File: src/hdl/wesm_pkg.sv
package wesm_pkg;

   // Fixed field and register widths
   localparam int CFG_W      = 24;
   localparam int VPP_W      = 32;
   localparam int CSR_DATA_W = 32;
   localparam int CSR_IDX_W  = 2;
   localparam int VEL_W      = 48;
   localparam int DIST_W     = 48;
   localparam int PULSES_W   = 16;

   // Register indexes of the configuration port
   typedef enum logic [CSR_IDX_W-1:0] {
      CSR_WINDOW_TICKS  = 2'd0,
      CSR_STALL_TIMEOUT = 2'd1,
      CSR_MM_PER_PULSE  = 2'd2,
      CSR_VEL_PER_PULSE = 2'd3
   } csr_index_type;

   // Reset values of the configuration registers
   localparam logic [CFG_W-1:0] WINDOW_TICKS_RST  = 24'd50000;
   localparam logic [CFG_W-1:0] STALL_TIMEOUT_RST = 24'd300000;
   localparam logic [CFG_W-1:0] MM_PER_PULSE_RST  = 24'd40554;
   localparam logic [VPP_W-1:0] VEL_PER_PULSE_RST = 32'd811082;

   // Saturation limits of the 48-bit results and the 16-bit pulse count
   localparam logic [VEL_W-1:0]    VAL48_MAX  = '1;
   localparam logic [PULSES_W-1:0] PULSES_MAX = '1;

   // Configuration register set
   typedef struct packed {
      logic [CFG_W-1:0] window_ticks;
      logic [CFG_W-1:0] stall_timeout_ticks;
      logic [CFG_W-1:0] mm_per_pulse;
      logic [VPP_W-1:0] velocity_per_pulse;
   } cfg_type;

   // Control flags of one pipeline transaction
   typedef struct packed {
      logic valid;
      logic clear;
      logic stopped;
   } event_type;

endpackage

File: src/hdl/wesm_product.sv
module wesm_product
   import wesm_pkg::*;
#(
   parameter int COUNT_WIDTH = 16
) (
   input  logic                          clock,
   input  logic                          reset,
   input  cfg_type                       cfg,
   input  event_type                     ev,
   input  logic [COUNT_WIDTH-1:0]        ev_count,
   output logic                          ev_take,
   input  logic                          prod_take,
   output event_type                     prod_ev,
   output logic [COUNT_WIDTH-1:0]        prod_count,
   output logic [COUNT_WIDTH+VPP_W-1:0]  vel_prod,
   output logic [COUNT_WIDTH+CFG_W-1:0]  dist_prod
);

   localparam int CW = COUNT_WIDTH;
   localparam int VW = COUNT_WIDTH + VPP_W;
   localparam int DW = COUNT_WIDTH + CFG_W;

   event_type     ev_ff, ev_in;
   logic [CW-1:0] count_ff;
   logic [VW-1:0] vel_ff, vel_in;
   logic [DW-1:0] dist_ff, dist_in;

   assign ev_take = ev.valid && (!ev_ff.valid || prod_take);

   // Edge count times per-edge velocity and distance
   always_comb begin
      vel_in  = VW'(ev_count) * VW'(cfg.velocity_per_pulse);
      dist_in = DW'(ev_count) * DW'(cfg.mm_per_pulse);
      ev_in   = ev_ff;
      if (prod_take) begin
         ev_in.valid = 1'b0;
      end
      if (ev_take) begin
         ev_in = ev;
      end
   end

   always_ff @(posedge clock) begin
      if (reset) begin
         ev_ff <= '0;
      end else begin
         ev_ff <= ev_in;
      end
   end

   always_ff @(posedge clock) begin
      if (ev_take) begin
         count_ff <= ev_count;
         vel_ff   <= vel_in;
         dist_ff  <= dist_in;
      end
   end

   assign prod_ev    = ev_ff;
   assign prod_count = count_ff;
   assign vel_prod   = vel_ff;
   assign dist_prod  = dist_ff;

endmodule

File: config.mk
export PLATFORM = sky130hd
export DESIGN_NAME = wesm_product
export DESIGN_NICKNAME = d
export VERILOG_FILES = /design/src/hdl/wesm_pkg.sv /design/src/hdl/wesm_product.sv
export SDC_FILE = /design/constraint.sdc
export NUM_CORES = 2
export LEC_CHECK = 0
export BUFFER_PORTS_ARGS = -buffer_cell sky130_fd_sc_hd__buf_2
export CAP_MARGIN = 20
export CORE_ASPECT_RATIO = 0.7
export CORE_UTILIZATION = 48
export DETAILED_ROUTE_END_ITERATION = 7
export GPL_TIMING_DRIVEN = 0
export PLACE_DENSITY = 0.66
export SETUP_SLACK_MARGIN = 0.2
export SYNTH_ARGS = -nofsm -noshare
export SYNTH_HDL_FRONTEND = slang
export SYNTH_SLANG_ARGS = --single-unit
File: constraint.sdc
create_clock -name clock -period 7.5 [get_ports clock]
set_input_delay 0.375 -clock clock [delete_from_list [all_inputs] [get_ports clock]]
set_output_delay 0.375 -clock clock [all_outputs]
set_load 0.02 [all_outputs]
# ---- After elaboration in Yosys (flattened, before gate mapping)
# Index checks and enable logic that the tools add are counted.
dict set report word_totals {
  in_bits 126
  ff_bits 107
  output_inout_bits 108
  word_cells 14
}
dict set report op_classes {
  muxes 2
  n_reduce_logical 4
  mul 2
}
# cell n
set op_table {}
lappend op_table {{$mul A16 B32 Y48} 1}
lappend op_table {{$mul A16 B24 Y40} 1}
lappend op_table {{$mux W3} 1}
lappend op_table {{$reduce_bool A2 Y1} 1}
lappend op_table {{$logic_and A1 B1 Y1} 1}
lappend op_table {{$logic_not A1 Y1} 1}
lappend op_table {{$logic_or A1 B1 Y1} 1}
lappend op_table {{$mux W1} 1}

# ---- Logic depth before layout (Yosys ltp)
dict set report depth {
  depth_word 4
  mapped_depth 25
}

# ---- Worst setup path after synthesis
# No wires, ideal clock.
dict set report synth_timing {
  kind {input to register}
  start {input port ev_count[1]}
  end {register vel_ff[44], in the netlist vel_prod[44] (data pin)}
  cell_stages 22
  setup_ns 0.261
  arrival_ns 6.054
  path_buffers 3
  required_time_ns 7.239
  setup_slack_ns 1.185
  path_cell_list {clkbuf_1 -> clkbuf_1 -> nand2_1 -> fa_1 -> fa_1 -> fa_1 -> inv_1 -> fa_1 -> fa_1 -> inv_1 -> fa_1 -> inv_1 -> ha_1 -> buf_6 -> a21o_1 -> a21o_1 -> a21o_1 -> or4_4 -> a21oi_2 -> nor4b_1 -> or2_0 -> a311o_1}
}
dict set report synth_between {
  elab_chain_cells 1
}
# item line
set synth_rtl {}
lappend synth_rtl {{from (decl)} wesm_product.sv:10} ;# input logic [COUNT_WIDTH-1:0] ev_count,
lappend synth_rtl {{$mul A16 B32 Y48} wesm_product.sv:32} ;# vel_in = VW'(ev_count) * VW'(cfg.velocity_per_pulse);
lappend synth_rtl {{named net vel_in[44]} wesm_product.sv:25} ;# logic [VW-1:0] vel_ff, vel_in;
lappend synth_rtl {{to (signal assigned)} wesm_product.sv:54} ;# vel_ff <= vel_in;
lappend synth_rtl {{to (decl)} wesm_product.sv:25}
# The timed path passes the listed nets, and every way through them passes these cells.
# A chain may end at the register's enable or synchronous reset.

# ---- Final worst setup path
dict set report layout_timing {
  start {input port ev_count[7]}
  end {register vel_ff[44], in the netlist vel_prod[44] (data pin)}
}
# The elaborated chain is that of the path after synthesis.

==> results.txt <==
The run finished with clean final reports. The tools report the total of hold buffers inserted after clock tree synthesis as 0. The tools report the top-level port count as 234. The tools report the category of the worst setup path launch point as an input pin.

In this run the core area contains 78 standard-cell rows. The tools report the cell count after synthesis as 3482. The routed layout has 24500 vias. Once the floorplan was initialized, standard cells occupied 49.0% of the core. TritonCTS built the clock tree. The clock tree buffer depth was 2. The logs give 76400 um for the estimated wirelength of the detail-placed design and 9 for the number of buffers inserted during clock tree synthesis.

The logs give 420 ps for the later-pin clock latency in the skew report and 107 for the clock sink total. After clock tree synthesis, the clock-pin slew on the worst setup and hold paths is 90 ps. The run gives 68 as the pin count of the biggest net entering global routing. In this run the tightest slew margin relative to its limit is 31.1%.

The number of synthesized register bits works out to 107. In this run the critical register-to-register path is captured at vel_prod[37]. The final-report max-slew violation count was 0; the combined global-route utilization of all metal layers was 28.2%. The number of max-capacitance violations reported is 0, and the share of final-layout standard cells stronger than drive strength 1 is 7.21%. The top cell type by total area after synthesis was sky130_fd_sc_hd__fa_1. Of the available clock period, the critical path in the final layout requires 95.0%.

For the worst flop-to-flop path, the logic depth is 4. Number of fillers in the final layout: 6219. Hold-critical path depth: 2.

Traced cell by cell, the critical path runs through buf_2 -> clkbuf_1 -> nand2_1 -> fa_1 -> inv_1 -> fa_1 -> fa_1 -> fa_1 -> fa_1 -> inv_1 -> fa_1 -> inv_1 -> ha_1 -> a21o_1 -> o21bai_1 -> nor4_1 -> nand3_1 -> a21oi_2 -> nor4b_2 -> or2_0 -> a311o_1. Static timing analysis puts the maximum clock frequency at 0.140 GHz. The slew at the pin with the worst max-slew slack works out to 1030 ps.

Port buffering added 185 buffers. In this run the post-CTS setup repair buffer count came out at 0. The placer congestion estimate was 1.01.

The most numerous cell type found on the critical path is sky130_fd_sc_hd__fa_1. The deepest level of the CTS H-tree is 3, and the die outline area is 67800 um^2. In this run the remaining antenna-violating nets after routing total 0. The run gives 133 ps as the minimum hold slack.

The remaining global-route overflow was 0. The worst setup path is captured at a flip-flop. After synthesis, the cell types taking the most area are sky130_fd_sc_hd__fa_1 (45%), sky130_fd_sc_hd__edfxtp_1 (9.8%), sky130_fd_sc_hd__inv_1 (9.2%). The cell at the slowest stage of the critical path was sky130_fd_sc_hd__clkbuf_1.

The total detailed-routing wirelength came out at 90900 um. The area taken by multi-input logic gates is 25300 um^2, and the time the worst path needs with I/O delays and setup is 7130 ps. The count of nets after finishing was 4753; the first-iteration detailed-routing DRC count was 2054.

The region available for standard cell placement spans 65400 um^2. Setup repair after global routing left no endpoint under its margin. The synthesized area divided by synthesized cell count is 9.20 um^2, and the global-route met3 utilization is 9.07%.

Counting flops with a built-in enable in the synthesized netlist gives 104. The count of buffer and inverter cells on the critical path works out to 5. The hold violation total from the final report came out at 0. The run gives 10 as the number of antenna violations at the first check in global routing. Of the post-synthesis cell area, the dominant cell type holds 45.3%.

The delay of the slowest cell on the worst path works out to 590 ps. Across all register-to-register paths, the minimum setup slack is 5700 ps. Global routing usage on met2: 42.3%. After synthesis, the netlist uses 74 different library cells.

Counting every net in the synthesized netlist gives 4564. Timing analysis after detailed placement gives a worst setup slack of -1010 ps. The first TritonRoute pass finished after 5 iterations. The path with the worst hold slack has its endpoint at prod_ev[2].

Data arrives at the worst endpoint at 7300 ps. In the routed design, unresolved DRC markers number 0. For the number of failing setup endpoints in the final timing report, the log shows 0. Sequential elements use 9.94% of the synthesized area. The critical path required time was 7680 ps; the wire length of the first global-routing pass was 144000 um. The count of cells in the finished layout, fillers not included, comes to 4559.

The number of vias per cell was 5.38. In this run the most critical hold path is launched from reset. The cell family contributing the most delay on the critical path is adder cells. The commonest cells after synthesis are sky130_fd_sc_hd__inv_1 (785), sky130_fd_sc_hd__fa_1 (724), sky130_fd_sc_hd__nand2_1 (578), sky130_fd_sc_hd__and2_1 (384), sky130_fd_sc_hd__ha_1 (232). Relative to the synthesized area, the layout overhead comes to 7.62%.

The number of global-route vias before repair is 25000. sky130_fd_sc_hd__inv_1 is the most common cell in the netlist. Once placement completed, the tool counted placed cells totaling 4548. The area taken by flip-flops and latches was 3180 um^2. The proportion of synthesized flip-flops having asynchronous set or reset works out to 0%. The run gives 32000 um^2 as the synthesized area.

The most crowded layer after global routing was met2. The floorplan die width works out to 311 um. The count of synthesis-stage warnings from yosys was 0; the slack of the critical path was 372 ps. Cell at the root of the clock tree: sky130_fd_sc_hd__clkbuf_16. The tightest min-delay check is of the in2reg type. Along the worst path, the maximum fanout reaches 12.

Clock skew on the completed layout was measured at 11.1 ps. The critical path in this run is classified as in2reg. For met1 alone, demand over resource in global routing was 39.9%. The routed length per placed instance works out to 19.9 um. The flip-flop cell with the highest count after synthesis is sky130_fd_sc_hd__edfxtp_1.

The height of the die was 218 um. The worst register-to-register path begins at prod_ev[2].
-- worst register-to-register path, delay by kind of cell (launching register included) --
kind                   cells  cell delay, ps
buffers and inverters      2             770
DFF                        1             320
and+or+nand+nor            2             220
-- logic make-up (layout without fill, tap and decap cells) --
kind of cell | Yosys count | count (layout) | share of synthesized area [%]
buffers and inverters | 960 | 1154 | 11.3
DFF | 107 | 107 | 9.94
muxes | 1 | 1 | 0.0313
adders and majority gates | 956 | 956 | 54.3
xor gates and xnor gates | 75 | 75 | 2.05
AOI/OAI and AO/OA | 281 | 281 | 5.79
and+or+nand+nor | 1102 | 1102 | 16.6
other | 0 | 3 | 0
-- how the worst max path moves through the flow --
| stage | cells past startpoint | to | start | slack, ps |
|---|---|---|---|---|
| floorplan | 22 | vel_prod[44] | ev_count[1] | 1180 |
| global placement | 23 | vel_prod[45] | ev_count[3] | -950 |
| detailed placement | 23 | vel_prod[45] | ev_count[3] | -1010 |
| CTS | 24 | vel_prod[45] | ev_count[5] | 210 |
| global route | 24 | vel_prod[45] | ev_count[6] | 160 |
| finish | 21 | vel_prod[44] | ev_count[7] | 370 |
-- timing repair --
action	4_1_cts	5_1_grt
endpoints found under the setup margin	15	23
pin swaps	0	1
resized for setup	9	72
-- cells in the final DEF, fill, tap and decap left out, types with 3 or more instances in the layout --
master                      instances
sky130_fd_sc_hd__inv_1            784
sky130_fd_sc_hd__fa_1             724
sky130_fd_sc_hd__nand2_1          578
sky130_fd_sc_hd__and2_1           384
sky130_fd_sc_hd__ha_1             232
sky130_fd_sc_hd__buf_2            191
sky130_fd_sc_hd__clkbuf_1         125
sky130_fd_sc_hd__edfxtp_1         104
sky130_fd_sc_hd__a21oi_1           86
sky130_fd_sc_hd__nor2_1            53
sky130_fd_sc_hd__xnor2_1           50
sky130_fd_sc_hd__a21o_1            47
sky130_fd_sc_hd__o21ai_0           44
sky130_fd_sc_hd__clkbuf_2          32
sky130_fd_sc_hd__xor2_1            25
sky130_fd_sc_hd__nand3_1           16
sky130_fd_sc_hd__nand4_1           14
sky130_fd_sc_hd__o21bai_1          14
sky130_fd_sc_hd__and3_1            13
sky130_fd_sc_hd__a211oi_1          12
sky130_fd_sc_hd__o211ai_1          11
sky130_fd_sc_hd__nor3_1            11
sky130_fd_sc_hd__o21a_1             9
sky130_fd_sc_hd__clkbuf_16          9
sky130_fd_sc_hd__nor2b_1            8
sky130_fd_sc_hd__a31oi_1            7
sky130_fd_sc_hd__nand2b_1           6
sky130_fd_sc_hd__o22ai_1            4
sky130_fd_sc_hd__o21ai_1            4
sky130_fd_sc_hd__diode_2            3
sky130_fd_sc_hd__a211o_1            3
sky130_fd_sc_hd__or3_1              3
sky130_fd_sc_hd__o31ai_1            3
sky130_fd_sc_hd__nor4_1             3
sky130_fd_sc_hd__dfxtp_1            3
-- sequential cells by signal, summed over array words and instances, names as in the netlist --
register	flops
prod_count	16
prod_ev	3
dist_prod	40
vel_prod	48
-- final cells by class --
type / count / share of cell area (%)
antenna: 3 / 0.0218
buffer: 166 / 2.00
inverter: 785 / 8.56
sequential: 107 / 9.24
tap: 880 / 3.20
multi-input combinational: 2415 / 73.3
clock buffer: 9 / 0.654
timing repair buffer: 187 / 2.81
clock inverter: 7 / 0.243
-- stage by stage --
step | utilization, % | setup TNS (ps) | instance area [um^2]
floorplan | - | 0 | 32000
detailed placement | 52.1 | -10590 | 34100
CTS | 52.6 | 0 | 34400
finish | 52.7 | 0 | 34500
global route | 52.7 | 0 | 34500
global placement | 52.1 | -10170 | 34100
-- layer usage --
layer,share of wire (%),vias up
li1,-,10700
met4,1.8,6
met3,14,121
met2,43,1208
met1,42,12400
met5,0.027,-
Power is not shown: default switching activity piles up to over one toggle a cycle in this logic, so the estimate is an artifact.
