**src/hdl/wesm_pkg.sv**
```systemverilog
package wesm_pkg;

   // Fixed field and register widths
   localparam int CFG_W      = 24;
   localparam int VPP_W      = 32;
   localparam int CSR_DATA_W = 32;
   localparam int CSR_IDX_W  = 2;
   localparam int VEL_W      = 48;
   localparam int DIST_W     = 48;
   localparam int PULSES_W   = 16;

   // Register indexes of the configuration port
   typedef enum logic [CSR_IDX_W-1:0] {
      CSR_WINDOW_TICKS  = 2'd0,
      CSR_STALL_TIMEOUT = 2'd1,
      CSR_MM_PER_PULSE  = 2'd2,
      CSR_VEL_PER_PULSE = 2'd3
   } csr_index_type;

   // Reset values of the configuration registers
   localparam logic [CFG_W-1:0] WINDOW_TICKS_RST  = 24'd50000;
   localparam logic [CFG_W-1:0] STALL_TIMEOUT_RST = 24'd300000;
   localparam logic [CFG_W-1:0] MM_PER_PULSE_RST  = 24'd40554;
   localparam logic [VPP_W-1:0] VEL_PER_PULSE_RST = 32'd811082;

   // Saturation limits of the 48-bit results and the 16-bit pulse count
   localparam logic [VEL_W-1:0]    VAL48_MAX  = '1;
   localparam logic [PULSES_W-1:0] PULSES_MAX = '1;

   // Configuration register set
   typedef struct packed {
      logic [CFG_W-1:0] window_ticks;
      logic [CFG_W-1:0] stall_timeout_ticks;
      logic [CFG_W-1:0] mm_per_pulse;
      logic [VPP_W-1:0] velocity_per_pulse;
   } cfg_type;

   // Control flags of one pipeline transaction
   typedef struct packed {
      logic valid;
      logic clear;
      logic stopped;
   } event_type;

endpackage

```
**src/hdl/wesm_req_if.sv**
```systemverilog
interface wesm_req_if;
   logic valid;
   logic ready;
   logic command;
   logic edge_req;

   modport source (output valid, output command, output edge_req, input ready);
   modport sink (input valid, input command, input edge_req, output ready);
endinterface

```
**src/hdl/wesm_window_counter.sv**
```systemverilog
module wesm_window_counter
   import wesm_pkg::*;
#(
   parameter int COUNT_WIDTH        = 16,
   parameter int TICK_COUNTER_WIDTH = 24
) (
   input  logic                   clock,
   input  logic                   reset,
   wesm_req_if.sink               req,
   input  cfg_type                cfg,
   input  logic                   ev_take,
   output event_type              ev,
   output logic [COUNT_WIDTH-1:0] ev_count
);

   localparam int CW = COUNT_WIDTH;
   localparam int TW = TICK_COUNTER_WIDTH;
   localparam int SW = TICK_COUNTER_WIDTH + 1;

   logic [TW-1:0] wtc_ff, wtc_in, wtc_step;
   logic [CW-1:0] pc_ff, pc_in, pc_step;
   logic [SW-1:0] since_ff, since_in, since_step;
   event_type     ev_ff, ev_in;
   logic [CW-1:0] ev_count_ff, ev_count_in;
   logic          accept;
   logic          close;
   logic          stopped_now;

   // One slot of event storage; ticks that close no window need none but wait alike
   assign req.ready = !ev_ff.valid || ev_take;
   assign accept    = req.valid && req.ready;

   // Saturating counter steps for this tick
   always_comb begin
      pc_step     = (req.edge_req && (pc_ff != '1)) ? pc_ff + CW'(1) : pc_ff;
      since_step  = req.edge_req ? '0 :
                    ((since_ff != '1) ? since_ff + SW'(1) : since_ff);
      wtc_step    = (wtc_ff != '1) ? wtc_ff + TW'(1) : wtc_ff;
      close       = 32'(wtc_step) >= 32'(cfg.window_ticks);
      stopped_now = 33'(since_step) > 33'(cfg.stall_timeout_ticks);
   end

   // Counter update and window-close event
   always_comb begin
      wtc_in      = wtc_ff;
      pc_in       = pc_ff;
      since_in    = since_ff;
      ev_in       = ev_ff;
      ev_count_in = ev_count_ff;
      if (ev_take) begin
         ev_in.valid = 1'b0;
      end
      if (accept) begin
         if (req.command) begin
            wtc_in      = '0;
            pc_in       = '0;
            since_in    = '0;
            ev_in       = '{valid: 1'b1, clear: 1'b1, stopped: 1'b0};
            ev_count_in = '0;
         end else begin
            wtc_in   = wtc_step;
            pc_in    = pc_step;
            since_in = since_step;
            if (close) begin
               wtc_in      = '0;
               pc_in       = '0;
               ev_in       = '{valid: 1'b1, clear: 1'b0, stopped: stopped_now};
               ev_count_in = pc_step;
            end
         end
      end
   end

   always_ff @(posedge clock) begin
      if (reset) begin
         wtc_ff   <= '0;
         pc_ff    <= '0;
         since_ff <= '0;
         ev_ff    <= '0;
      end else begin
         wtc_ff   <= wtc_in;
         pc_ff    <= pc_in;
         since_ff <= since_in;
         ev_ff    <= ev_in;
      end
   end

   always_ff @(posedge clock) begin
      ev_count_ff <= ev_count_in;
   end

   assign ev       = ev_ff;
   assign ev_count = ev_count_ff;

endmodule

```
**src/flat_wrapper.sv**
```systemverilog
// flat-port wrapper written by rule: the top's interface ports become plain ports
module wesm_window_counter_flat import wesm_pkg::*;
#(
   parameter int COUNT_WIDTH        = 16,
   parameter int TICK_COUNTER_WIDTH = 24
)
  (clock, reset, cfg, ev_take, ev, ev_count, req_valid, req_command, req_edge_req, req_ready);
  wesm_req_if req_i ();
  input  logic clock;
  input  logic reset;
  input  cfg_type cfg;
  input  logic ev_take;
  output event_type ev;
  output logic [COUNT_WIDTH-1:0] ev_count;
  input wire logic [$bits(req_i.valid)-1:0] req_valid;
  input wire logic [$bits(req_i.command)-1:0] req_command;
  input wire logic [$bits(req_i.edge_req)-1:0] req_edge_req;
  output wire logic [$bits(req_i.ready)-1:0] req_ready;
  assign req_i.valid = req_valid;
  assign req_i.command = req_command;
  assign req_i.edge_req = req_edge_req;
  assign req_ready = req_i.ready;
  wesm_window_counter #(.COUNT_WIDTH(COUNT_WIDTH), .TICK_COUNTER_WIDTH(TICK_COUNTER_WIDTH)) u_core (.clock(clock), .reset(reset), .req(req_i), .cfg(cfg), .ev_take(ev_take), .ev(ev), .ev_count(ev_count));
endmodule
```
**config.mk**
```make
export PLATFORM = sky130hd
export DESIGN_NAME = wesm_window_counter_flat
export DESIGN_NICKNAME = d
export VERILOG_FILES = /design/src/hdl/wesm_pkg.sv /design/src/hdl/wesm_req_if.sv /design/src/hdl/wesm_window_counter.sv /design/src/flat_wrapper.sv
export SDC_FILE = /design/constraint.sdc
export NUM_CORES = 1
export LEC_CHECK = 0
export BUFFER_PORTS_ARGS = -buffer_cell sky130_fd_sc_hd__buf_2
export CAP_MARGIN = 20
export CORE_UTILIZATION = 40
export DETAILED_ROUTE_END_ITERATION = 8
export PLACE_DENSITY = 0.7
export SYNTH_ARGS = -nofsm -noshare
export SYNTH_HDL_FRONTEND = slang
export SYNTH_SLANG_ARGS = --single-unit
```
**constraint.sdc**
```tcl
create_clock -name clock -period 9.6 [get_ports clock]
set_input_delay 1.92 -clock clock [delete_from_list [all_inputs] [get_ports clock]]
set_output_delay 1.92 -clock clock [all_outputs]
set_load 0.005 [all_outputs]
```
Yosys cells after proc, flatten, opt, wreduce, memory -nomap -nowiden:

Cells that the tools add are included.
Widths: inputs -> output; s select.

* add/subtract/negate cells: 3
* magnitude comparators: 2
* equal/unequal tests: 3
* mux-type cells: 14
* reductions and logical operators: 6

Operators by type and width (count)
* $mux 25: 3
* $mux 24: 3
* $mux 16: 4
* $add 25x1->25 const B: 1
* $gt 25x24->1: 1
* $ne 25x25->1 const B: 1
* $add 24x1->24 const B: 1
* $ge 24x24->1: 1
* $ne 24x24->1 const B: 1
* $add 16x1->16 const B: 1
* $ne 16x16->1 const B: 1
* $mux 3: 3
* $logic_and 1x1->1: 2
* $reduce_and 2->1: 1
* $reduce_bool 2->1: 1
* $logic_not 1->1: 1
* $logic_or 1x1->1: 1
* $mux 1: 1

* bits in registers: 84
* output and inout port bits: 20
* word-level logic and storage cells: 35

Logic depth before layout (Yosys ltp):

* word-level depth: 7
* gate-level depth with buffers: 17

Least setup slack after synthesis:

OpenSTA, ideal clock, no wires.

* path kind: input-to-reg
* from: input cfg[102] (netlist name)
* to: register u_core.ev_count_ff[0], in the netlist u_core.ev_count[0] (enable)
* library setup time: 0.401 ns
* data arrival time: 4.200 ns
* data required time: 9.199 ns
* slack: 4.999 ns
* stages on the path: 7
* buffers on the path: 0
* path through: inv_1 ha_1 nand4_1 nor4_1 nand3_1 or2_2 a31oi_1

* word-level cells in the longest chain between the ends: 3

Ends and longest elaborated chain
* from (decl): line flat_wrapper.sv:11 `input cfg_type cfg;`
* $ge 24x24->1: line wesm_window_counter.sv:39 `close = 32'(wtc_step) >= 32'(cfg.window_ticks);`
* $reduce_bool 2->1 (no source line)
* $reduce_and 2->1 (no source line)
* to (signal assigned): line wesm_window_counter.sv:89 `ev_count_ff <= ev_count_in;`
* to (decl): line wesm_window_counter.sv:24 `logic [CW-1:0] ev_count_ff, ev_count_in;`

Every way passes these cells.
A chain may end at the register's enable or synchronous reset.

Worst setup path in the final report:

* from: register u_core.wtc_ff[1]
* to: register u_core.ev_count_ff[3], in the netlist u_core.ev_count[3] (enable)

* word-level cells in the longest chain between the ends: 5
* elaborated cells between the ends (all ways): 6
* classes of those cells: add/sub (1); order compare (1); eq/ne (1); mux (1); reduce/logical (2)

Ends and longest elaborated chain
* from (decl): line wesm_window_counter.sv:20 `logic [TW-1:0] wtc_ff, wtc_in, wtc_step;`
* from (signal assigned): line wesm_window_counter.sv:81 `wtc_ff <= wtc_in;`
* $add 24x1->24 or $ne 24x24->1 (tied branches): line wesm_window_counter.sv:38 `wtc_step = (wtc_ff != '1) ? wtc_ff + TW'(1) : wtc_ff;`
* $mux 24 *: line wesm_window_counter.sv:38
* $ge 24x24->1 *: line wesm_window_counter.sv:39
* $reduce_bool 2->1 (no source line) *
* $reduce_and 2->1 (no source line) *

Mark *: on every way between the ends. The rest lies on a longest branch, timed or not.

==> reports/results.txt <==
Hold_sp = u_core.ev[0]
Xor-xnor portion of the synthesized cell area = 7.79%
Layout net count = 929
Syn Inst Count = 714
Mux share of post-synthesis cell area = 1.76%
Worst Skew = 12.1 ps
Final hold vios = 0
Synth Area in Simple Gates = 23.2%
Most common cell after layout, fill and taps aside = buf_2
Outcome = completed
Worst path bufs/invs = 0
CP max FO = 17
Port Buf Inserts = 73
Avg WL per Cell = 14.4 um
CTS clk-pin slew, worst paths = 60 ps
P_leak = 0.00286 uW
Int Pwr = 587 uW
Vias = 5364
Logic pwr share = 8.0%
Die area = 15400 sq um
Tcrit/Tclk final = 53.2%
TritonCTS Sinks = 84
Worst path arrival time = 5060 ps
Max-slew violations = 0
F_max = 196 MHz
Seq cells post-synth = 84
Worst-Margin Slew = 1060 ps
CTS hold repair buffers = 0
Starting DRC count in detailed routing = 350
CTS tree = done
CP Class = reg2reg
Maxcap violations = 0
Top cell by count, worst path = ha_1
CP Launch Type = register
Synth Area in Compound Gates = 19.8%
Crit-path leading delay family = compound AO/OA/AOI/OAI gates
RSZ-0062 raised after global routing = no
Most common flop cell mapped by yosys = dfxtp_1
Async S/R FF share, synth = 0%
Die Width = 124 um
Post-Route WL = 13800 um
Initial Util = 41.0%
Syn Nets = 875
Largest net degree at the start of global routing = 34
Post-synth EDFFs = 16
Vias in the first global route = 4761
Max incr delay on CP = 960 ps
Synth warn = 0
Synth Area in Adders = 10.7%
Total CTS buffers = 9
Seq pwr share = 47.2%
Total Routing Usage GR = 18.5%
Post-DP HPWL = 9950 um
Commonest non-fill, non-tap cells in the layout = 73 x buf_2, 68 x dfxtp_1, 61 x nor2_1
Synth Cell Area = 5960 sq um
Core Rows = 44
Relative slew margins = 28.8%
Routed Antenna Nets = 0
Setup TNS = 0 ps
Root Buffer Master = clkbuf_16
Main combinational cell family by area after synthesis = simple AND/OR/NAND/NOR gates
Setup bufs post-CTS = 0
Max Buffers Root-to-Sink = 2
Diodes inserted = 0
Initial antenna violation count = 0
Sw frac = 24.0%
GP Congestion = 0.820
CP endpoint kind = register
Layout area overhead = 13.0%
Final setup vio count = 0
Reg2Reg Launch Point = u_core.wtc_ff[1]
Core area = 14500 sq um
PD cells = 115 nW/um^2
Psw = 185 uW
Residual DRC = 0
Crit path time final = 5110 ps
Slowest stage cell, crit path = a31oi_2
Clock Latency Late Sink = 340 ps
Post-layout util = 46.3%
Layout cells sized above 1 = 14.5%
Chip height = 124 um
Ordered cell list for the critical path = ha_1 > and2_1 > nand3_1 > a211oi_1 > nand2_1 > xnor2_1 > ha_1 > nand4_1 > nor4_1 > a221oi_1 > o211a_1 > a31oi_2
Boundary pin count = 130
CP startpoint = u_core.wtc_ff[1]
Mean Syn Cell Area = 8.35 sq um
PostCTS Resize Cnt = 0
Vias/cell = 5.61
Clock Power Share = 44.9%
Drt pass-1 iters = 7
Grt total ovfl = 0
Cell variety after synth = 63
CTS H-tree depth = 3
First-pass GRT wire length = 22500 um
Worst VDD drop = 0.0000685 V
Worst EP required = 9560 ps
Hold WC Path Type = reg2reg
Seq/Total Area, Yosys = 30.9%
-- sequential cells by signal, summed over array words and instances (netlist names) --
register,count
u_core.since_ff,25
u_core.ev_count,16
u_core.pc_ff,16
u_core.wtc_ff,24
u_core.ev,3
-- power by group through the flow --
stage | combinational [uW] | sequential [uW] | clock (uW)
floorplan | 36.9 | 372 | 0
global placement | 60.6 | 372 | 0
detailed placement | 61.4 | 372 | 0
CTS | 61.9 | 364 | 355
global route | 70.1 | 365 | 371
finish | 61.5 | 364 | 347
-- cell type report --
type / instances / area (sq um)
multi-input combinational: 543 / 3780
fill: 1456 / 7800
sequential: 84 / 1840
timing repair buffer: 76 / 392
inverter: 54 / 203
clock inverter: 6 / 63.8
clock buffer: 10 / 229
tap: 184 / 230
-- stage by stage --
| step | worst slack (ps) | cells | area (sq um) | hold WS (ps) | power [uW] |
|---|---|---|---|---|---|
| 5_1_grt | 4020 | 957 | 6740 | 513 | 806 |
| 6_report | 4490 | 957 | 6740 | 489 | 773 |
| 4_1_cts | 4450 | 956 | 6730 | 489 | 782 |
| 3_5_place_dp | 4500 | 940 | 6430 | 478 | 434 |
| 2_1_floorplan | 5000 | 714 | 5960 | 452 | 409 |
| 3_3_place_gp | 4530 | 940 | 6430 | 467 | 433 |
-- final timing paths --
kind                             end  cells after the start  slack (ps)
setup / recovery  u_core.ev_count[3]                     12        4490
hold / removal          u_core.ev[0]                      2         490
setup reg to reg  u_core.ev_count[3]                     12        4490
hold reg to reg         u_core.ev[0]                      2         490
-- synthesized netlist by cell type (8+ instances only) --
cell	count	share of area, %
a21o_1	8	1.0
a21oi_1	38	3.2
a22o_1	15	2.2
a31oi_1	18	1.9
a32o_1	11	1.8
and2_1	10	1.0
and3_1	14	1.5
and4_1	8	1.2
clkbuf_1	25	1.6
dfxtp_1	68	23
edfxtp_1	16	8.1
ha_1	51	11
inv_1	53	3.3
nand2_1	58	3.7
nand3_1	36	3.0
nand4_1	26	2.7
nor2_1	61	3.8
nor3_1	9	0.76
o211ai_1	8	1.0
o21a_1	8	1.0
o21ai_0	21	1.8
or3_1	11	1.2
xnor2_1	19	2.8
xor2_1	34	5.0
-- worst reg2reg max path, cell delays in order, from the launching register on --
cell and delay, ps:
dfxtp_1 380, ha_1 190, and2_1 320, nand3_1 150, a211oi_1 720, nand2_1 160, xnor2_1 200, ha_1 340
nand4_1 160, nor4_1 540, a221oi_1 210, o211a_1 390, a31oi_2 960
-- kinds of logic (layout without fill, tap and decap cells) --
| logic type | count (synthesis) | count (layout) |
|---|---|---|
| AND/OR/NAND/NOR | 265 | 265 |
| XOR/XNOR | 53 | 53 |
| adder cells (fa/ha/maj) | 51 | 51 |
| buffers and inverters | 87 | 146 |
| AO/OA/AOI/OAI | 164 | 164 |
| multiplexers | 10 | 10 |
| flip-flops | 84 | 84 |
-- routing by layer --
layer	routed length [um]	up-vias	global-route usage (%)
met5	0	-	0
met4	144	0	5.65
met3	492	11	1.69
met2	6250	110	30.1
met1	6900	2505	25.9
li1	-	2738	-
Power figures use the tool's default switching activity.
